==> config.mk <==
export PLATFORM = sky130hd
export DESIGN_NAME = pdf_hash
export DESIGN_NICKNAME = d
export VERILOG_FILES = /design/src/assert_macros.svh /design/src/pdf_pkg.sv /design/src/pdf_hash.sv
export SDC_FILE = /design/constraint.sdc
export NUM_CORES = 1
export LEC_CHECK = 0
export BUFFER_PORTS_ARGS = -buffer_cell sky130_fd_sc_hd__buf_2
export CAP_MARGIN = 20
export CELL_PAD_IN_SITES_DETAIL_PLACEMENT = 2
export CELL_PAD_IN_SITES_GLOBAL_PLACEMENT = 2
export CORE_UTILIZATION = 35
export CTS_BUF_LIST = sky130_fd_sc_hd__clkbuf_4
export DETAILED_ROUTE_END_ITERATION = 16
export PLACE_DENSITY_LB_ADDON = 0.1
export SETUP_SLACK_MARGIN = 0.3
export SYNTH_ARGS = -nofsm -noshare
export SYNTH_HDL_FRONTEND = slang
export SYNTH_SLANG_ARGS = --single-unit
==> constraint.sdc <==
create_clock -name clk -period 9.3 [get_ports clk]
set_input_delay 0.93 -clock clk [delete_from_list [all_inputs] [get_ports clk]]
set_output_delay 0.93 -clock clk [all_outputs]
set_load 0.01 [all_outputs]
==> src/assert_macros.svh <==
// Assertion helpers shared by the RTL files.
// Both sample on the rising edge of clk and are off while arst_n is low.
`ifndef ASSERT_MACROS_SVH
`define ASSERT_MACROS_SVH

// Property must hold at every sampled edge.
`define ASSERT_ON(label, prop, msg) \
	label: assert property (@(posedge clk) disable iff (!arst_n) prop) \
		else $error(msg);

// Expression must never be true.
`define ASSERT_NEVER(label, expr, msg) \
	label: assert property (@(posedge clk) disable iff (!arst_n) !(expr)) \
		else $error(msg);

`endif

==> src/pdf_pkg.sv <==
`timescale 1ns / 1ps

package pdf_pkg;

	localparam int HASH_W  = 64;
	localparam int STAMP_W = 48;
	localparam int RET_W   = 32;

	// Retention register: reset value and index (paddr[2])
	localparam logic [RET_W-1:0] RETENTION_RST = 32'd1000;
	localparam logic             REG_RETENTION = 1'b0;

	// Input request: one payload byte
	typedef struct packed {
		logic [7:0]         payload_byte;
		logic               last_byte;
		logic [STAMP_W-1:0] now_ms;
	} in_req_t;

	// Output request: one verdict per packet
	typedef struct packed {
		logic              is_duplicate;
		logic [HASH_W-1:0] packet_hash;
	} out_req_t;

	// One history entry
	typedef struct packed {
		logic               valid;
		logic [HASH_W-1:0]  hash;
		logic [STAMP_W-1:0] stamp;
	} entry_t;

	// Broadcast control from the walk sequencer to every cell
	typedef struct packed {
		logic start;
		logic adv;
		logic drop;
		logic push;
		logic done;
	} cell_ctl_t;

	// Per-cell status, only the token holder reports
	typedef struct packed {
		logic tv;
		logic te;
		logic tm;
	} cell_st_t;

	// Finished packet hash from the hash front end
	typedef struct packed {
		logic               valid;
		logic [HASH_W-1:0]  hash;
		logic [STAMP_W-1:0] stamp;
	} hash_fin_t;

endpackage

==> src/pdf_hash.sv <==
`timescale 1ns / 1ps

module pdf_hash #(
	parameter int MAX_PAYLOAD = 2048
) (
	input  logic              clk,
	input  logic              arst_n,
	input  logic              accept,
	input  pdf_pkg::in_req_t  in_req,
	output pdf_pkg::hash_fin_t fin
);
	import pdf_pkg::*;

	localparam int KW = $clog2(MAX_PAYLOAD + 1);
	localparam int SW = (KW + 4 > 8) ? KW + 4 : 9;
	localparam int PW = SW + KW + 1;

	logic [KW-1:0]          pos_q;
	logic                   in_range;
	logic [KW-1:0]          k;
	logic signed [SW-1:0]   s_ext;
	logic [SW-1:0]          k7;
	logic signed [SW-1:0]   sum_w;
	logic signed [PW-1:0]   prod_w;

	logic                   vld_s1;
	logic                   last_s1;
	logic [STAMP_W-1:0]     now_s1;
	logic signed [PW-1:0]   prod_s1;

	logic [HASH_W-1:0]      acc_q;
	logic [HASH_W-1:0]      acc_next;

	// Term (s + 7k) * k, zero past the payload limit
	assign in_range = pos_q < KW'(MAX_PAYLOAD);
	assign k        = pos_q + 1'b1;
	assign s_ext    = $signed({{(SW-8){in_req.payload_byte[7]}}, in_req.payload_byte});
	assign k7       = (SW'(k) << 3) - SW'(k);
	assign sum_w    = s_ext + $signed(k7);
	assign prod_w   = sum_w * $signed({1'b0, k});

	// Byte position counter
	always_ff @(posedge clk or negedge arst_n) begin
		if (!arst_n) begin
			pos_q <= '0;
		end else if (accept) begin
			if (in_req.last_byte) begin
				pos_q <= '0;
			end else if (in_range) begin
				pos_q <= k;
			end
		end
	end

	// Stage 1: product register
	always_ff @(posedge clk or negedge arst_n) begin
		if (!arst_n) begin
			vld_s1 <= 1'b0;
		end else begin
			vld_s1 <= accept;
		end
	end

	always_ff @(posedge clk) begin
		if (accept) begin
			last_s1 <= in_req.last_byte;
			now_s1  <= in_req.now_ms;
			prod_s1 <= in_range ? prod_w : '0;
		end
	end

	// Stage 2: wrapping accumulate, cleared at packet end
	assign acc_next = acc_q + {{(HASH_W-PW){prod_s1[PW-1]}}, prod_s1};

	always_ff @(posedge clk or negedge arst_n) begin
		if (!arst_n) begin
			acc_q <= '0;
		end else if (vld_s1) begin
			acc_q <= last_s1 ? '0 : acc_next;
		end
	end

	assign fin.valid = vld_s1 & last_s1;
	assign fin.hash  = acc_next;
	assign fin.stamp = now_s1;

endmodule

==> results of run 1 <==
registers in the layout, indices dropped and copies added, names as in the netlist:
| name | count |
|---|---|
| pos_q | 12 |
| now_s1 | 48 |
| acc_q | 64 |
| vld_s1 | 1 |
| last_s1 | 1 |
| prod_s1 | 29 |
kinds of logic (layout without fill, tap and decap cells):
logic type                 after synthesis  in the layout  share of synthesized area [%]
AOI/OAI and AO/OA                      411            411                           16.3
xor gates and xnor gates               117            117                           5.86
adders and majority gates              338            338                           32.2
buffers and inverters                  367            647                           8.58
DFF                                    155            155                           24.4
other                                    0              3                              0
and+or+nand+nor                        482            482                           12.6
layout by cell type, fill, tap and decap left out, drive strengths merged, types with 11 or more instances in the layout:
cell and count:
a21o 63, a21oi 97, a22o 58, a31oi 17
and2 24, and3 12, buf 309, clkbuf 17
dfrtp 77, edfxtp 78, fa 187, ha 151
inv 312, nand2 162, nand2b 17, nand3 23
nand4 18, nor2 165, nor2b 15, nor3 11
o21ai 74, o21bai 28, xnor2 71, xor2 46
stage by stage:
| step | utilization (%) | hold slack (ps) |
|---|---|---|
| final | 42.3 | 182 |
| after global routing | 42.3 | 141 |
| after CTS | 41.3 | 123 |
| after detailed placement | 40.2 | 500 |
| after global placement | 40.2 | 491 |
| after floorplan | - | 467 |
how the worst max path moves through the flow:
| stage | from | end |
|---|---|---|
| floorplan | pos_q[0]$_DFFE_PN0P_ | prod_s1[28]$_SDFFCE_PP0P_ |
| global placement | in_req[50] | prod_s1[26]$_SDFFCE_PP0P_ |
| detailed placement | in_req[49] | prod_s1[26]$_SDFFCE_PP0P_ |
| CTS | pos_q[0]$_DFFE_PN0P_ | prod_s1[26]$_SDFFCE_PP0P_ |
| global route | pos_q[0]$_DFFE_PN0P_ | prod_s1[26]$_SDFFCE_PP0P_ |
| finish | pos_q[0]$_DFFE_PN0P_ | prod_s1[26]$_SDFFCE_PP0P_ |
what timing repair did:
| item | 4_1_cts | 5_1_grt |
|---|---|---|
| pin swaps | 15 | 63 |
| resized for setup | 34 | 67 |
| buffers inserted | 10 | 18 |
| setup endpoints to repair | 8 | 11 |
critical path, delay by kind of cell (launching register included):
kind	cells	cell delay (ps)
buffers and inverters	10	930
AO/OA/AOI/OAI	15	2530
AND/OR/NAND/NOR	5	700
XOR/XNOR	2	310
adder cells (fa/ha/maj)	9	3550
flip-flops	1	490
power by group through the flow:
stage               Combinational [W]  Sequential (W)  Clock, W
floorplan                     0.00317         0.00107         0
global placement              0.00462         0.00108         0
detailed placement            0.00476         0.00108         0
CTS                           0.00483         0.00107  0.000502
global route                  0.00543         0.00109  0.000527
finish                        0.00487         0.00107  0.000477
final cells by class:
| cell class | count | area, um2 |
|---|---|---|
| clock inverter | 15 | 183 |
| tap | 664 | 831 |
| timing repair buffer | 309 | 1940 |
| fill | 5468 | 28300 |
| antenna | 3 | 7.51 |
| multi-input combinational | 1348 | 12200 |
| sequential | 155 | 4270 |
| inverter | 306 | 1150 |
| clock buffer | 17 | 128 |
per-layer routing:
layer	up-vias	track usage, %
met1	7368	28.5
met2	154	42.3
met3	66	3.09
met4	0	6.21
met5	-	0
li1	6744	-
==> flow_summary.json, run 1 <==
{
  "rsz0062_at_grt": "true",
  "leakagePower_nw": 10.2,
  "pwr-share-comb_pct": 75.9,
  "area_delta_synth_final_pct": 18.6,
  "drc": 0,
  "ys_seq_elements": 155,
  "root_buffer": "clkbuf_4",
  "required_ps": 9730,
  "status": "completed",
  "hold_viol": 0,
  "hpwl_mm": 46.2,
  "fin_crit_sh_pct": 94.8,
  "ys_async_sr_fraction_pct": 49.7,
  "vdd_ir_drop_max_uv": 110,
  "drtPass1Iterations": 4,
  "start_util_pct": 35.6,
  "vias": 14300,
  "start_kind": "register",
  "switching_share_pct": 52.6,
  "totalWireLength_mm": 57.1,
  "grt_pass1_vias": 16400,
  "wl_met1_mm": 25.0,
  "grt_max_degree": 82,
  "power_density_nw_per_um2": 310,
  "maxSlewViolCount": 0,
  "core.rowCount": 81,
  "placed_cells": 2754,
  "grt_pass1_wl_mm": 90.9,
  "synth_area_per_cell_um2": 9.35,
  "p_sw_w": 0.00337,
  "cpPeakStageDelay_ps": 540,
  "finalPower_w": 0.00642,
  "syn_area_um2": 17500,
  "wl_per_cell_um": 20.3,
  "wl_met2_mm": 29.7,
  "clkPwrFrac_pct": 7.4,
  "die_h_um": 225,
  "drive_gt1_share_pct": 21.3,
  "power_frac_seq_pct": 16.6,
  "critPathMaxFanout": 7,
  "nNetsFinal": 2535,
  "rr_startpoint": "pos_q[0]$_DFFE_PN0P_",
  "synth_ff_type": "edfxtp_1",
  "setup_viol": 0,
  "setup_slack_ps": 482,
  "netlist_instances": 1870,
  "antenna_found_initial": 2,
  "clk_pin_slew_worst_paths_ps": 160,
  "worst_pin_slew_ps": 1090,
  "synth.area.top_cells": "fa_1, edfxtp_1, dfrtp_1, ha_1, inv_1",
  "relSlewSlack_pct": 27.4,
  "cts_tree": "done",
  "finalWeightedCongestion": 0.871,
  "worstRegToRegCells": 41,
  "fin_crit_ps": 8820,
  "post_dp_cell_area_um2": 19700,
  "hp-class": "in -> async",
  "p_int_w": 0.00304,
  "crit_path_frequent_cell": "fa_1",
  "ant_nets": 0,
  "die_x_um": 225,
  "wl_met3_mm": 1.09,
  "synth_fp_nets": 2268,
  "r2r_slack_ps": 480,
  "cts_hold_buf": 0,
  "synth_cell_types": 79,
  "numCtsBuffers": 17,
  "fmax_mhz": 113,
  "fin_setup_tns_ps": 0,
  "cp_slowest_cell": "fa_1",
  "cp-end-kind": "register",
  "worst_ep_arrival_time_ps": 9240,
  "ys_warn_count": 0,
  "viasPerCell": 5.09,
  "synth_edf_count": 78,
  "place_ws_ps": -528,
  "yosysTopAreaCellShare_pct": 21.4,
  "grt.total_usage_pct": 23.2,
  "yosys-top-cells-count": "inv_1, fa_1, nor2_1",
  "maxCapViolCount": 0,
  "regToRegEndpoint": "prod_s1[26]$_SDFFCE_PP0P_",
  "htreeDepth": 4,
  "ios": 173,
  "final_area_um2": 20700,
  "clk-insertion-delay-late_ps": 710,
  "drt_iter0_drc": 583,
  "grt.overflow.total": 0,
  "core_area_um2": 49100,
  "critical_path_class": "reg -> reg",
  "synth_top_cell_by_area": "fa_1",
  "portBuffers": 172,
  "routed.top_layer": "met4",
  "die-area_um2": 50800,
  "yosysSeqAreaShare_pct": 24.4,
  "yosysMostFrequentCell": "inv_1",
  "fin_skew_ps": 52.3,
  "cts_sinks": 155,
  "finalNonFillerCells": 2817,
  "clock_path_buffers": 2
}
Note: power is estimated with default switching activity, not from simulation.
==> run 2: changes to the inputs <==
CORE_ASPECT_RATIO = 0.9   (was not set)
==> run 2 against run 1 <==
Compared with the run above: clock skew is 19 ps lower; utilization increased by 0.62 points; clock power fell by 1%; die area is essentially flat; cell count increased by 1.0%; combinational power increased by 2%; highest routed layer unchanged; design area grew 1.8%; non-clock buffer count is 23 higher; first-iteration DRC count up 2.9%; worst setup slack got worse by 68 ps; critical path depth decreased by 1.
==> flow_summary.json, run 2 (same netlist as run 1, synthesis figures left out) <==
{
  "crit_path_frequent_cell": "fa_1",
  "largest_register_ffs": 64,
  "status": "completed",
  "wl_met1_mm": 27.6,
  "clk_pin_slew_worst_paths_ps": 170,
  "mostFrequentLayoutCell": "inv_1",
  "fin_crit_ps": 8890,
  "reg_top3": "acc_q: 64 flops, now_s1: 48 flops, prod_s1: 29 flops",
  "start_util_pct": 35.5,
  "cp_slowest_cell": "fa_1",
  "maxCapViolCount": 0,
  "wl_met3_mm": 1.67,
  "nNetsFinal": 2558,
  "cpPeakStageDelay_ps": 580,
  "setup_slack_ps": 414,
  "die_h_um": 214,
  "hold_slack_ps": 166,
  "wl_met2_mm": 28.6,
  "p_sw_w": 0.00342,
  "power_density_nw_per_um2": 309,
  "cts_sinks": 155,
  "fin_skew_ps": 33.3,
  "n_fill_cell": 5355,
  "relSlewSlack_pct": 45.6,
  "power_frac_seq_pct": 16.3,
  "core_area_um2": 49200,
  "grt_pass1_vias": 16600,
  "largest_register": "acc_q",
  "critPathMaxFanout": 6,
  "switching_share_pct": 52.5,
  "cts_hold_buf": 0,
  "drt_iter0_drc": 600,
  "start_kind": "register",
  "cp-end-kind": "register",
  "htreeDepth": 4,
  "ant_nets": 0,
  "clkPwrFrac_pct": 7.2,
  "hpwl_mm": 46.1,
  "critical_path_class": "reg -> reg",
  "totalWireLength_mm": 58.7,
  "antenna_found_initial": 2,
  "leakagePower_nw": 10.3,
  "grt_max_degree": 61,
  "p_int_w": 0.00310,
  "setup_viol": 0,
  "pwr-share-comb_pct": 76.5,
  "rsz0062_at_grt": "true",
  "finalPower_w": 0.00652,
  "grt_pass1_wl_mm": 93.0,
  "area_delta_synth_final_pct": 20.8,
  "required_ps": 9730,
  "wl_per_cell_um": 20.6,
  "vias": 14600,
  "die_x_um": 238,
  "drc": 0,
  "hp-class": "in -> async",
  "worst_ep_arrival_time_ps": 9310,
  "routed.top_layer": "met4",
  "drtPass1Iterations": 5,
  "numCtsBuffers": 17,
  "place_ws_ps": -452,
  "finalWeightedCongestion": 0.864,
  "core.rowCount": 77,
  "portBuffers": 172,
  "die-area_um2": 50800,
  "grt.overflow.total": 0,
  "ios": 173,
  "grt.total_usage_pct": 23.5,
  "worst_pin_slew_ps": 810,
  "final_cell_mix": "inv_1, fa_1, buf_2, nor2_1, nand2_1",
  "fin_crit_sh_pct": 95.5,
  "drive_gt1_share_pct": 23.5,
  "maxSlewViolCount": 0,
  "hold_viol": 0,
  "clock_path_buffers": 2,
  "vdd_ir_drop_max_uv": 190,
  "clk-insertion-delay-late_ps": 700,
  "root_buffer": "clkbuf_4",
  "fmax_mhz": 113,
  "cts_tree": "done",
  "viasPerCell": 5.14
}
## run 2: cell count changes in the layout (fill, tap and decap cells not counted), sizes merged
cell      before  now
clkinvlp       0    2
diode          3    2
inv          312  314
clkbuf        17   18
clkinv         7    3
bufinv         2    1
buf          309  332
## run 2: layout make-up
cell class                 count  area [um2]  share of cell area [%]
sequential                   155        4270                    20.2
antenna                        2        5.00                  0.0237
tap                          671         840                    3.98
clock buffer                  18         135                   0.640
multi-input combinational   1348       12400                    58.7
timing repair buffer         332        2140                    10.1
inverter                     306        1150                    5.46
clock inverter                14         170                   0.806
## run 2: power groups by stage
stage | clock [W] | combinational, W | sequential [W]
2_1_floorplan | 0 | 0.00317 | 0.00107
3_3_place_gp | 0 | 0.00462 | 0.00108
3_5_place_dp | 0 | 0.00477 | 0.00108
4_1_cts | 0.000493 | 0.00485 | 0.00107
5_1_grt | 0.000513 | 0.00552 | 0.00109
6_report | 0.000470 | 0.00499 | 0.00107
## run 2: timing repair
action                                  4_1_cts  5_1_grt
setup buffers                                13       29
endpoints found under the setup margin        8       11
gates resized for setup                      48       92
gates cloned                                  0        0
pin swaps                                    26       78
## run 2: stage by stage
stage / util (%) / cells / setup TNS (ps) / instance area (um2)
2_1_floorplan: - / 1870 / 0 / 17600
6_report: 42.9 / 2846 / 0 / 21100
3_3_place_gp: 40.2 / 2769 / -309 / 19800
4_1_cts: 41.4 / 2814 / 0 / 20400
5_1_grt: 42.9 / 2846 / 0 / 21100
3_5_place_dp: 40.2 / 2769 / -1420 / 19800
## run 2: layer usage
layer	up-vias	global-route usage, %
met2	208	39.5
met1	7569	32.1
met5	-	0
met3	50	3.11
li1	6801	-
met4	0	5.12
## run 2: worst paths after layout
path / slack [ps] / cells past startpoint / startpoint / endpoint
min in group clk: 400 / 1 / in_req[20] / now_s1[20]$_DFFE_PP_
max reg2reg: 410 / 40 / pos_q[0]$_DFFE_PN0P_ / prod_s1[26]$_SDFFCE_PP0P_
max: 410 / 40 / pos_q[0]$_DFFE_PN0P_ / prod_s1[26]$_SDFFCE_PP0P_
max in group asynchronous: 8040 / 2 / arst_n / pos_q[1]$_DFFE_PN0P_
min: 170 / 1 / arst_n / acc_q[56]$_DFFE_PN0P_
min reg2reg: 540 / 1 / acc_q[31]$_DFFE_PN0P_ / acc_q[31]$_DFFE_PN0P_
## run 2: worst max-delay path: cells and delay by family (launching register included)
family / cells / cell delay (ps)
and+or+nand+nor: 5 / 630
xor gates and xnor gates: 2 / 360
DFF: 1 / 490
buffers and inverters: 10 / 1000
AOI/OAI and AO/OA: 14 / 2380
adders and majority gates: 9 / 3750
