File: src/assert_macros.svh
// Assertion helpers shared by the RTL files.
// Both sample on the rising edge of clk and are off while arst_n is low.
`ifndef ASSERT_MACROS_SVH
`define ASSERT_MACROS_SVH

// Property must hold at every sampled edge.
`define ASSERT_ON(label, prop, msg) \
	label: assert property (@(posedge clk) disable iff (!arst_n) prop) \
		else $error(msg);

// Expression must never be true.
`define ASSERT_NEVER(label, expr, msg) \
	label: assert property (@(posedge clk) disable iff (!arst_n) !(expr)) \
		else $error(msg);

`endif

File: src/pdf_pkg.sv
`timescale 1ns / 1ps

package pdf_pkg;

	localparam int HASH_W  = 64;
	localparam int STAMP_W = 48;
	localparam int RET_W   = 32;

	// Retention register: reset value and index (paddr[2])
	localparam logic [RET_W-1:0] RETENTION_RST = 32'd1000;
	localparam logic             REG_RETENTION = 1'b0;

	// Input request: one payload byte
	typedef struct packed {
		logic [7:0]         payload_byte;
		logic               last_byte;
		logic [STAMP_W-1:0] now_ms;
	} in_req_t;

	// Output request: one verdict per packet
	typedef struct packed {
		logic              is_duplicate;
		logic [HASH_W-1:0] packet_hash;
	} out_req_t;

	// One history entry
	typedef struct packed {
		logic               valid;
		logic [HASH_W-1:0]  hash;
		logic [STAMP_W-1:0] stamp;
	} entry_t;

	// Broadcast control from the walk sequencer to every cell
	typedef struct packed {
		logic start;
		logic adv;
		logic drop;
		logic push;
		logic done;
	} cell_ctl_t;

	// Per-cell status, only the token holder reports
	typedef struct packed {
		logic tv;
		logic te;
		logic tm;
	} cell_st_t;

	// Finished packet hash from the hash front end
	typedef struct packed {
		logic               valid;
		logic [HASH_W-1:0]  hash;
		logic [STAMP_W-1:0] stamp;
	} hash_fin_t;

endpackage

File: src/pdf_cell.sv
`timescale 1ns / 1ps

module pdf_cell (
	input  logic                 clk,
	input  logic                 arst_n,
	input  pdf_pkg::cell_ctl_t   ctl,
	input  logic [47:0]          thr,
	input  logic                 never,
	input  logic [63:0]          key,
	input  pdf_pkg::entry_t      prev_ent,
	input  pdf_pkg::entry_t      next_ent,
	input  logic                 tok_in,
	output pdf_pkg::entry_t      ent,
	output logic                 tok,
	output pdf_pkg::cell_st_t    st
);
	import pdf_pkg::*;

	logic               valid_q;
	logic [HASH_W-1:0]  hash_q;
	logic [STAMP_W-1:0] stamp_q;
	logic               tok_q;
	logic               ge_q;
	logic               expired;
	logic               hit;
	logic               load_prev;
	logic               load_next;

	// Local checks against the broadcast key and threshold
	assign expired = valid_q & ~never & (stamp_q < thr);
	assign hit     = hash_q == key;

	assign st.tv = tok_q & valid_q;
	assign st.te = tok_q & expired;
	assign st.tm = tok_q & valid_q & ~expired & hit;

	// Shift right on insert, shift left from the token onward on removal
	assign load_prev = ctl.push;
	assign load_next = ctl.drop & ge_q;

	always_ff @(posedge clk or negedge arst_n) begin
		if (!arst_n) begin
			valid_q <= 1'b0;
		end else if (load_prev) begin
			valid_q <= prev_ent.valid;
		end else if (load_next) begin
			valid_q <= next_ent.valid;
		end
	end

	always_ff @(posedge clk) begin
		if (load_prev) begin
			hash_q  <= prev_ent.hash;
			stamp_q <= prev_ent.stamp;
		end else if (load_next) begin
			hash_q  <= next_ent.hash;
			stamp_q <= next_ent.stamp;
		end
	end

	// Walk token and "not yet passed" flag
	always_ff @(posedge clk or negedge arst_n) begin
		if (!arst_n) begin
			tok_q <= 1'b0;
			ge_q  <= 1'b0;
		end else begin
			if (ctl.done) begin
				tok_q <= 1'b0;
			end else if (ctl.start | ctl.adv) begin
				tok_q <= tok_in;
			end
			if (ctl.start) begin
				ge_q <= 1'b1;
			end else if (ctl.adv & tok_q) begin
				ge_q <= 1'b0;
			end
		end
	end

	assign ent.valid = valid_q;
	assign ent.hash  = hash_q;
	assign ent.stamp = stamp_q;
	assign tok       = tok_q;

endmodule

File: config.mk
export PLATFORM = sky130hd
export DESIGN_NAME = pdf_cell
export DESIGN_NICKNAME = d
export VERILOG_FILES = /design/src/assert_macros.svh /design/src/pdf_pkg.sv /design/src/pdf_cell.sv
export SDC_FILE = /design/constraint.sdc
export NUM_CORES = 1
export LEC_CHECK = 0
export ABC_CLOCK_PERIOD_IN_PS = 5500
export BUFFER_PORTS_ARGS = -buffer_cell sky130_fd_sc_hd__buf_2
export CAP_MARGIN = 0
export CORE_AREA = 2 2 178 180
export DETAILED_ROUTE_END_ITERATION = 8
export DIE_AREA = 0 0 180 182
export MAX_ROUTING_LAYER = met4
export PLACE_DENSITY_LB_ADDON = 0.05
export SLEW_MARGIN = 15
export SYNTH_ARGS = -nofsm -noshare
export SYNTH_HDL_FRONTEND = slang
export SYNTH_SLANG_ARGS = --single-unit
File: constraint.sdc
create_clock -name clk -period 5.5 [get_ports clk]
set_input_delay 0 -clock clk [delete_from_list [all_inputs] [get_ports clk]]
set_output_delay 0 -clock clk [all_outputs]
set_load 0.005 [all_outputs]
==> flow_summary.ini, run 1 <==
[sta]
min_period_over_period_pct = 49.2
fmax_ghz = 0.369
worst_clock_skew_ns = 0.0182
setup_total_negative_slack_ns = 0
finalWorstPathRequiredPeriod_ns = 2.71
finalHoldViolCount = 0
layout_setup_ws_ns = 2.79
rsz_0062_raised_after_global_routing = no
setup_viol_count_final = 0
worst_slew_margin_rel_pct = 35.0
worst_slew_pin_slew_ns = 0.976
finalMaxSlewViolations = 0

[synth]
post-synth-top-area-fraction_pct = 49.6
post_synth.cell_area_avg_um2 = 13.2
synthCells = 515
synth.lib_cells_used.distinct = 47
post_synth_top_area_cell = sky130_fd_sc_hd__edfxtp_1
synth_ff_type = sky130_fd_sc_hd__edfxtp_1
synth_area_um2 = 6780
synth_area_leaders = sky130_fd_sc_hd__edfxtp_1 50%, sky130_fd_sc_hd__mux2_2 19%, sky130_fd_sc_hd__ha_1 8.7%
postSynthNetCount = 909
yosys_warnings = 0
number_of_enable_flip_flop_cells_after_synthesis = 112
ys_seq_elements = 115
synth_commonest_cells = 112 x sky130_fd_sc_hd__edfxtp_1, 112 x sky130_fd_sc_hd__mux2_2, 59 x sky130_fd_sc_hd__inv_1
postSynth.asyncResetShare_pct = 2.61
ys_seq_area_share_pct = 50.7

[detailed_routing]
drt-wirelength-per-cell_um = 17.0
route.detailed.drc = 0
first_pass_iters = 7
detail-route-antenna-nets = 0
drt_wl_total_um = 27900
initialDrtViolationCount = 196
dr_total_vias = 6763
routed_via_density = 4.13

[placed_design]
place_ws_ns = 3.17
hpwlAfterDp_um = 21700
numPortBuffers = 463
gp_routability_congestion = 0.741

[finish]
fill_cells = 3150
final-seq-area_um2 = 3440
area_occupied_by_multi_input_gates_um2 = 3050
design.final.nets = 1613
final_layout_size_suffix_gt1_share_pct = 49.9
area_growth_pct = 84.3

[hold_path]
hp-class = primary input to flop
hold_worst_path_end = tok
worst_hold_path.num_cells = 4
hold_path.startpoint = tok_in

[pwr]
p_leak_nw = 5.76
report.power.total_mw = 2.92
vdd_ir_drop_max_uv = 230
power_per_cell_area_nw_per_um2 = 234

[worst_setup_path]
timing.critical_path.slowest_cell_delay_ns = 0.47
r2r_end = hash_q[21]
critical_path_required_ns = 5.50
cp_num_buf_inv = 1
regToRegStartpoint = ge_q
timing.reg2reg.setup_slack_ns = 3.55
crit_family = simple AND/OR/NAND/NOR gates
crit_slowest_cell = sky130_fd_sc_hd__or4b_1
crit_path_start_kind = flop
cp.arrival_ns = 2.71
timing_worst_setup_path_type = flop to primary output
cpMostUsedCell = sky130_fd_sc_hd__a211oi_2
crit_chain = ha_1, nand4_1, nor3_1, or4b_1, o211ai_1, a211oi_2, a211oi_2, buf_2
worst-r2r-cell-count = 3
end_kind = primary output
crit_fanout = 3

[grt]
groute.layer.met3.usage_pct = 5.38
grt_antenna_before_repair = 5
top_usage_layer_grt = met2
grtUsageTotal_pct = 17.3
grt_pass1_vias = 7526
use_met2_pct = 31.9
grt_pass1_wl_um = 41600
global_route.usage.met1_pct = 17.7
remaining_overflow_grt = 0
grt_max_degree = 73

[floorplanning]
num_io_pins = 464
floorplan.core_area_um2 = 31000
die-height_um = 182
row_count = 65
start_util_pct = 21.9
die_width_um = 180
floorplan.die_area_um2 = 32800

[cts]
inserted_clock_buffers = 17
postCtsSetupBuffers = 0
ctsHoldBuffers = 233
clock_tree_from_tritoncts = yes
post_cts_resize_count = 0
htreeDepth = 4
cts_num_sinks = 115
clk_root_buffer_cell = sky130_fd_sc_hd__clkbuf_16
clk-insertion-delay-late_ns = 0.42
clk_path_buf_depth = 2
clk_pin_slew_ns = 0.06

[run_status]
status = finished, final reports clean

[flow_run]
cap_viol_max_count = 0
## sequential cells by signal, summed over array words and instances (netlist names)
signal and count:
hash_q 64, tok 1, stamp_q 48, ge_q 1, valid_q 1
## worst reg2reg max path, cell delays in order, from the launching register on
cell and delay (ns):
sky130_fd_sc_hd__dfrtp_1 0.35, sky130_fd_sc_hd__a21oi_1 0.12, sky130_fd_sc_hd__inv_4 0.55, sky130_fd_sc_hd__buf_4 0.55
## per-layer routing
| metal | vias up | share of wire [%] |
|---|---|---|
| li1 | 3332 | - |
| met1 | 3124 | 38 |
| met2 | 284 | 53 |
| met3 | 23 | 7.2 |
| met4 | 0 | 1.6 |
| met5 | - | 0 |
## worst max path at each step
stage	from	to	slack, ns	cells past startpoint
floorplan	ctl[1]	hash_q[0]	2.21	4
global route	stamp_q[15]	st[0]	2.52	8
global placement	ctl[1]	hash_q[24]	3.21	4
CTS	stamp_q[15]	st[0]	2.68	8
detailed placement	stamp_q[15]	st[0]	3.17	8
finish	stamp_q[15]	st[0]	2.79	8
## cell type report
type / count / share of cell area [%]
sequential: 115 / 27.5
timing repair buffer: 699 / 37.4
inverter: 60 / 1.82
antenna: 5 / 0.100
tap: 402 / 4.03
multi-input combinational: 326 / 24.4
clock buffer: 19 / 3.47
clock inverter: 13 / 1.21
## cells by family after synthesis
| family | Yosys count | synth area share (%) |
|---|---|---|
| simple gates | 58 | 5.13 |
| mux | 113 | 18.8 |
| flops | 115 | 50.7 |
| fa+ha+maj | 47 | 8.68 |
| compound gates | 55 | 5.56 |
| xor+xnor | 53 | 6.85 |
| buf+inv | 74 | 4.27 |
## power breakdown
part	total, mW	internal [mW]	switching (mW)
Sequential	1.11	1.06	0.0486
Combinational	0.675	0.412	0.262
Clock	1.14	0.676	0.460
## metrics by stage
| stage | instances | util [%] | area (um2) | hold WS (ns) |
|---|---|---|---|---|
| final | 1639 | 40.3 | 12500 | 0.415 |
| after global routing | 1639 | 40.3 | 12500 | 0.403 |
| after CTS | 1634 | 40.3 | 12500 | 0.388 |
| after detailed placement | 1369 | 30.9 | 9560 | -0.191 |
| after global placement | 1369 | 30.9 | 9560 | -0.196 |
| after floorplan | 515 | - | 6780 | -0.296 |
## layout by cell type (no fill, tap or decap), drive strengths merged, types with 6 or more instances in the layout
cell type    count
dlygate4sd3    233
a21oi           15
clkbuf          19
edfxtp         112
inv             64
xor2            16
mux2           112
nand4           18
a21o            11
buf            466
ha              47
nor4             6
xnor2           37
nand2           14
o21ai            6
(Power assumes the default switching activity.)
==> run 2, diff against run 1 <==
--- a/config.mk
+++ b/config.mk
@@ -5,12 +5,13 @@
 export SDC_FILE = /design/constraint.sdc
 export NUM_CORES = 1
 export LEC_CHECK = 0
-export ABC_CLOCK_PERIOD_IN_PS = 5500
+export ABC_AREA = 1
+export ABC_CLOCK_PERIOD_IN_PS = 2500
 export BUFFER_PORTS_ARGS = -buffer_cell sky130_fd_sc_hd__buf_2
 export CAP_MARGIN = 0
-export CORE_AREA = 2 2 178 180
+export CORE_AREA = 2 2 182 184
 export DETAILED_ROUTE_END_ITERATION = 8
-export DIE_AREA = 0 0 180 182
+export DIE_AREA = 0 0 184 186
 export MAX_ROUTING_LAYER = met4
 export PLACE_DENSITY_LB_ADDON = 0.05
 export SLEW_MARGIN = 15
==> constraint.sdc (replaced) <==
create_clock -name clk -period 2.5 [get_ports clk]
set_input_delay 0 -clock clk [delete_from_list [all_inputs] [get_ports clk]]
set_output_delay 0 -clock clk [all_outputs]
set_load 0.005 [all_outputs]
==> run 2 against run 1 <==
Effect of this change:
- clock-buffer cell count decreased by 1
- power increased by 120%
- worst setup slack lost 2.4 ns
- first-iteration DRC count fell by 7.1%
- global-route usage up 0.58 points
- critical path type unchanged
- critical endpoint unchanged
- largest power group is now sequential cells
==> flow_summary.ini, run 2 <==
[cts]
ctsHoldBuffers = 231
clk_pin_slew_ns = 0.06
postCtsSetupBuffers = 0
clock_tree_from_tritoncts = yes
clk_path_buf_depth = 2
post_cts_resize_count = 0
clk_root_buffer_cell = sky130_fd_sc_hd__clkbuf_16
htreeDepth = 4
clk-insertion-delay-late_ns = 0.41
inserted_clock_buffers = 17
cts_num_sinks = 115

[floorplanning]
row_count = 66
die-height_um = 186
die_width_um = 184
num_io_pins = 464
floorplan.core_area_um2 = 32200
floorplan.die_area_um2 = 34200
start_util_pct = 22.8

[sta]
worst_slew_margin_rel_pct = 48.8
rsz_0062_raised_after_global_routing = no
fmax_ghz = 0.465
setup_viol_count_final = 0
finalHoldViolCount = 0
finalWorstPathRequiredPeriod_ns = 2.15
finalMaxSlewViolations = 0
worst_slew_pin_slew_ns = 0.768
worst_clock_skew_ns = 0.0137
min_period_over_period_pct = 86.0
setup_total_negative_slack_ns = 0

[synth]
synth_ff_type = sky130_fd_sc_hd__edfxtp_1
ys_seq_elements = 115
yosys_warnings = 0
synth.lib_cells_used.distinct = 30
synth.most_common_cell = sky130_fd_sc_hd__nand2_1
synth_commonest_cells = 516 x sky130_fd_sc_hd__nand2_1, 135 x sky130_fd_sc_hd__inv_1, 112 x sky130_fd_sc_hd__edfxtp_1
postSynthNetCount = 1379
synth_area_um2 = 7340
post_synth_top_area_cell = sky130_fd_sc_hd__edfxtp_1
postSynth.asyncResetShare_pct = 2.61
post_synth.cell_area_avg_um2 = 7.45
ys_seq_area_share_pct = 46.9
synthCells = 985
post-synth-top-area-fraction_pct = 45.8
number_of_enable_flip_flop_cells_after_synthesis = 112
synth_area_leaders = sky130_fd_sc_hd__edfxtp_1 46%, sky130_fd_sc_hd__nand2_1 26%, sky130_fd_sc_hd__ha_1 8.0%

[worst_setup_path]
cp_num_buf_inv = 2
cpMostUsedCell = sky130_fd_sc_hd__nand2_1
crit_path_start_kind = flop
cp_num_cells = 11
crit_family = simple AND/OR/NAND/NOR gates
cp.arrival_ns = 2.15
crit_chain = nand2_1, inv_2, nand2_1, nor2_1, nand2_1, nor2_1, nand2_1, nor2_1, nand3_1, a21oi_2, buf_2
crit_slowest_cell = sky130_fd_sc_hd__dfrtp_1
end_kind = primary output
timing.critical_path.slowest_cell_delay_ns = 0.41
timing_worst_setup_path_type = flop to primary output
worst-r2r-cell-count = 6
critical_path_required_ns = 2.50
crit_fanout = 4

[flow_run]
cap_viol_max_count = 0

[detailed_routing]
dr_total_vias = 8449
route.detailed.drc = 0
initialDrtViolationCount = 182
drt-wirelength-per-cell_um = 14.6
first_pass_iters = 6
routed_via_density = 4.00
drt_wl_total_um = 30800
detail-route-antenna-nets = 0

[pwr]
p_seq_share_pct = 38.0
power_per_cell_area_nw_per_um2 = 496
vdd_ir_drop_max_uv = 435
p_leak_nw = 7.11
switching_share_of_power_pct = 27.9
p_clk_share_pct = 37.3
report.power.total_mw = 6.46
switchingPower_mw = 1.80
p_int_mw = 4.66
combPwrFrac_pct = 24.7

[finish]
design.final.nets = 2073
final_cell_area_um2 = 13000
mostFrequentLayoutCell = sky130_fd_sc_hd__nand2_1
largest_register_ffs = 64
finalNonFillerCells = 2111
final_layout_size_suffix_gt1_share_pct = 30.1
largestRegisters = hash_q x64, stamp_q x48
most-common-layout-cells = 515 x sky130_fd_sc_hd__nand2_1, 462 x sky130_fd_sc_hd__buf_2, 231 x sky130_fd_sc_hd__dlygate4sd3_1, 135 x sky130_fd_sc_hd__inv_1, 112 x sky130_fd_sc_hd__edfxtp_1
area_growth_pct = 77.7
max_flop_register = hash_q
final-seq-area_um2 = 3440
final_util_pct = 40.5
fill_cells = 3404
area_occupied_by_multi_input_gates_um2 = 3270

[run_status]
status = finished, final reports clean

[placed_design]
dpl.cell_count = 1837
place_area_um2 = 10100
gp_routability_congestion = 0.795
hpwlAfterDp_um = 24400
numPortBuffers = 463

[grt]
grt_antenna_before_repair = 11
remaining_overflow_grt = 0
grt_max_degree = 71
grt_pass1_vias = 8280
grtUsageTotal_pct = 17.9
grt_pass1_wl_um = 44100

[hold_path]
worst_hold_path.num_cells = 3
hp-class = primary input to flop
[run 2: changes by cell type after synthesis, sizes merged, moves of 6 or more]
cell / change
nor2: +59
nor4: -6
o21ai: +16
nand2: +503
buf: +6
mux2: -112
inv: +78
nand4: -16
a21o: -8
xor2: -14
xnor2: -26
clkbuf: +6
[run 2: area by class of cell]
cell class              instances  share of cell area (%)
clock buffers                  18                    3.29
inverters                     139                    4.02
well taps                     408                    3.92
clock inverters                14                    1.07
flip-flops and latches        115                    26.4
diodes                         11                   0.211
repair buffers                701                    36.0
multi-input cells             705                    25.1
[run 2: worst register-to-register path, delay by kind of cell, from the launching register on]
| family | cells | cell delay (ns) |
|---|---|---|
| compound gates | 1 | 0.05 |
| simple gates | 3 | 0.62 |
| buf+inv | 2 | 0.89 |
| flops | 1 | 0.37 |
[run 2: path summary, 6_finish.rpt]
check	from	endpoint	slack, ns
max in group asynchronous	arst_n	ge_q	1.82
worst max-delay path	valid_q	st[0]	0.35
worst max register to register	ge_q	valid_q	0.47
min in group asynchronous	arst_n	valid_q	0.52
worst min register to register	ge_q	ge_q	1.02
worst min-delay path	next_ent[88]	hash_q[40]	0.02
[run 2: layer usage]
layer  vias up  wire, um  global-route usage [%]
li1       4441         -                       -
met1      3709     12400                    18.9
met2       269     16000                    32.7
met3        30      1860                    4.50
met4         0       545                    5.66
met5         -         0                       -
[run 2: cell families after synthesis]
logic type               synth area share [%]
buffers and inverters                    8.77
XOR/XNOR                                 1.55
adder cells (fa/ha/maj)                  8.02
flip-flops                               46.9
AND/OR/NAND/NOR                          30.9
AO/OA/AOI/OAI                            3.89
[run 2: power by group through the flow]
stage,Clock (mW),Sequential [mW],Combinational [mW]
floorplan,0,2.51,0.558
global placement,0,2.49,1.29
detailed placement,0,2.50,1.28
CTS,2.50,2.46,1.63
global route,2.57,2.48,1.80
finish,2.41,2.46,1.59
[run 2: through the flow]
step | setup slack [ns] | hold slack [ns]
floorplan | 0.336 | -0.296
global placement | 0.662 | -0.193
detailed placement | 0.690 | -0.193
CTS | 0.241 | 0.000809
global route | 0.150 | 0.00951
finish | 0.351 | 0.0213
==> run 3, diff against run 2 <==
--- a/config.mk
+++ b/config.mk
@@ -14,6 +14,7 @@
 export DIE_AREA = 0 0 184 186
 export MAX_ROUTING_LAYER = met4
 export PLACE_DENSITY_LB_ADDON = 0.05
+export SETUP_SLACK_MARGIN = 0.4
 export SLEW_MARGIN = 15
 export SYNTH_ARGS = -nofsm -noshare
 export SYNTH_HDL_FRONTEND = slang
==> run 3 against run 2 <==
Effect of this change:
- clock skew decreased by 0.0052 ns
- combinational power increased by 8%
- clock power increased by 7%
- clock-buffer cell count increased by 1
- utilization increased by 1.3 points
- non-clock buffer count increased by 6
- sequential cell count unchanged
- sequential share of layout area decreased by 0.81 points
- fmax increased by 5.4%
- critical endpoint is now st[1]
==> flow_summary.ini, run 3 (same netlist as run 2, synthesis figures left out) <==
[finish]
final_cell_area_um2 = 13500
mostFrequentLayoutCell = sky130_fd_sc_hd__nand2_1
largest_register_ffs = 64
final_layout_size_suffix_gt1_share_pct = 33.1
largestRegisters = hash_q x64, stamp_q x48
fill_cells = 3408
most-common-layout-cells = 501 x sky130_fd_sc_hd__nand2_1, 462 x sky130_fd_sc_hd__buf_2, 232 x sky130_fd_sc_hd__dlygate4sd3_1, 135 x sky130_fd_sc_hd__inv_1, 112 x sky130_fd_sc_hd__edfxtp_1
max_flop_register = hash_q
area_growth_pct = 83.4
design.final.nets = 2080

[cts]
htreeDepth = 4
clock_tree_from_tritoncts = yes
clk_pin_slew_ns = 0.06
clk_path_buf_depth = 2
inserted_clock_buffers = 17
clk_root_buffer_cell = sky130_fd_sc_hd__clkbuf_16
clk-insertion-delay-late_ns = 0.42
cts_num_sinks = 115

[sta]
finalWorstPathRequiredPeriod_ns = 2.04
worst_slew_margin_rel_pct = 55.1
worst_clock_skew_ns = 0.00850
setup_total_negative_slack_ns = 0
rsz_0062_raised_after_global_routing = yes
min_period_over_period_pct = 81.6
setup_viol_count_final = 0
fmax_ghz = 0.490
finalHoldViolCount = 0
finalMaxSlewViolations = 0
worst_slew_pin_slew_ns = 0.673

[grt]
grt_pass1_vias = 8125
grt_max_degree = 114
grt_pass1_wl_um = 43900
grt_antenna_before_repair = 6
grtUsageTotal_pct = 18.0
remaining_overflow_grt = 0

[worst_setup_path]
r2r_end = valid_q
crit_family = simple AND/OR/NAND/NOR gates
crit_chain = ha_4, nand2_4, nor2_4, and2_4, nand2_4, nor2_2, nand2_1, nand2_2, nor2_4, nand2_1, nor2_1, buf_2
regToRegStartpoint = ge_q
crit_path_start_kind = flop
end_kind = primary output
cp.arrival_ns = 2.04
crit_fanout = 3
worst-r2r-cell-count = 6
critical_path_required_ns = 2.50
crit_slowest_cell = sky130_fd_sc_hd__edfxtp_1
cp_num_buf_inv = 1
timing.reg2reg.setup_slack_ns = 0.55
timing.critical_path.slowest_cell_delay_ns = 0.44
timing_worst_setup_path_type = flop to primary output

[pwr]
power_per_cell_area_nw_per_um2 = 503
p_leak_nw = 7.20
vdd_ir_drop_max_uv = 449

[detailed_routing]
dr_total_vias = 8496
initialDrtViolationCount = 289
route.detailed.drc = 0
drt_wl_total_um = 31800
routed_via_density = 4.02
detail-route-antenna-nets = 0
drt-wirelength-per-cell_um = 15.1
first_pass_iters = 6

[placed_design]
place_area_um2 = 10100
hpwlAfterDp_um = 24500
gp_routability_congestion = 0.829
numPortBuffers = 463

[floorplanning]
start_util_pct = 22.8
num_io_pins = 464
floorplan.die_area_um2 = 34200
row_count = 66
die_width_um = 184
floorplan.core_area_um2 = 32200
die-height_um = 186

[hold_path]
hp-class = primary input to flop
hold_worst_path_end = hash_q[41]
hold_path.startpoint = ctl[1]
worst_hold_path.num_cells = 3

[run_status]
status = finished, final reports clean

[flow_run]
cap_viol_max_count = 0
## run 3: through the flow
step | power, mW | hold slack, ns | setup WS, ns | instances | util (%)
after CTS | 6.76 | 0.356 | 0.404 | 2098 | 40.6
after floorplan | 3.06 | -0.296 | 0.912 | 985 | -
after detailed placement | 3.79 | -0.194 | 0.729 | 1836 | 31.5
final | 6.77 | 0.206 | 0.461 | 2112 | 41.8
after global placement | 3.79 | -0.191 | 0.727 | 1836 | 31.5
after global routing | 7.14 | 0.220 | 0.321 | 2111 | 41.8
## run 3: repair_timing
action	4_1_cts	5_1_grt
pin swaps	0	16
endpoints found under the setup margin	1	3
cloned	0	1
hold buffers	232	0
resized for setup	6	48
endpoints found under the hold margin	118	0
setup buffers	0	6
## run 3: power breakdown
group	internal (mW)	switching (mW)	total, mW
Combinational	0.920	0.794	1.71
Sequential	2.34	0.125	2.47
Clock	1.65	0.938	2.59
Total	4.91	1.86	6.77
## run 3: cell type report
type                       instances  area (um2)  share of cell area (%)
sequential                       115        3440                    25.6
clock buffer                      19         433                    3.22
clock inverter                    11         163                    1.21
inverter                         139         524                    3.90
tap                              408         510                    3.80
multi-input combinational        706        3610                    26.8
antenna                            7        17.5                   0.130
timing repair buffer             707        4760                    35.4
## run 3: metal layers
metal  track usage [%]  vias up  part of all wire (%)
met4              6.02        0                   2.0
met1              19.5     3739                    41
met3              4.58       32                   6.3
li1                  -     4448                     -
met5                 -        -                     0
met2              32.1      277                    51
## run 3: worst register-to-register path, cell delays in order, from the launching register on
cell and delay, ns:
sky130_fd_sc_hd__dfrtp_1 0.38, sky130_fd_sc_hd__nand2_1 0.26, sky130_fd_sc_hd__nand2_8 0.23, sky130_fd_sc_hd__buf_12 0.27, sky130_fd_sc_hd__nor2_1 0.11, sky130_fd_sc_hd__a31oi_1 0.04
sky130_fd_sc_hd__dlygate4sd3_1 0.56
## run 3: worst max path at each step
stage                 to  slack [ns]   startpoint  cells past startpoint
2_1_floorplan  hash_q[0]        0.91         ge_q                      2
3_3_place_gp       st[0]        0.73      valid_q                     11
3_5_place_dp       st[0]        0.73          tok                     11
4_1_cts            st[0]        0.40  stamp_q[47]                     11
5_1_grt            st[0]        0.32   hash_q[56]                     11
6_report           st[1]        0.46  stamp_q[37]                     12
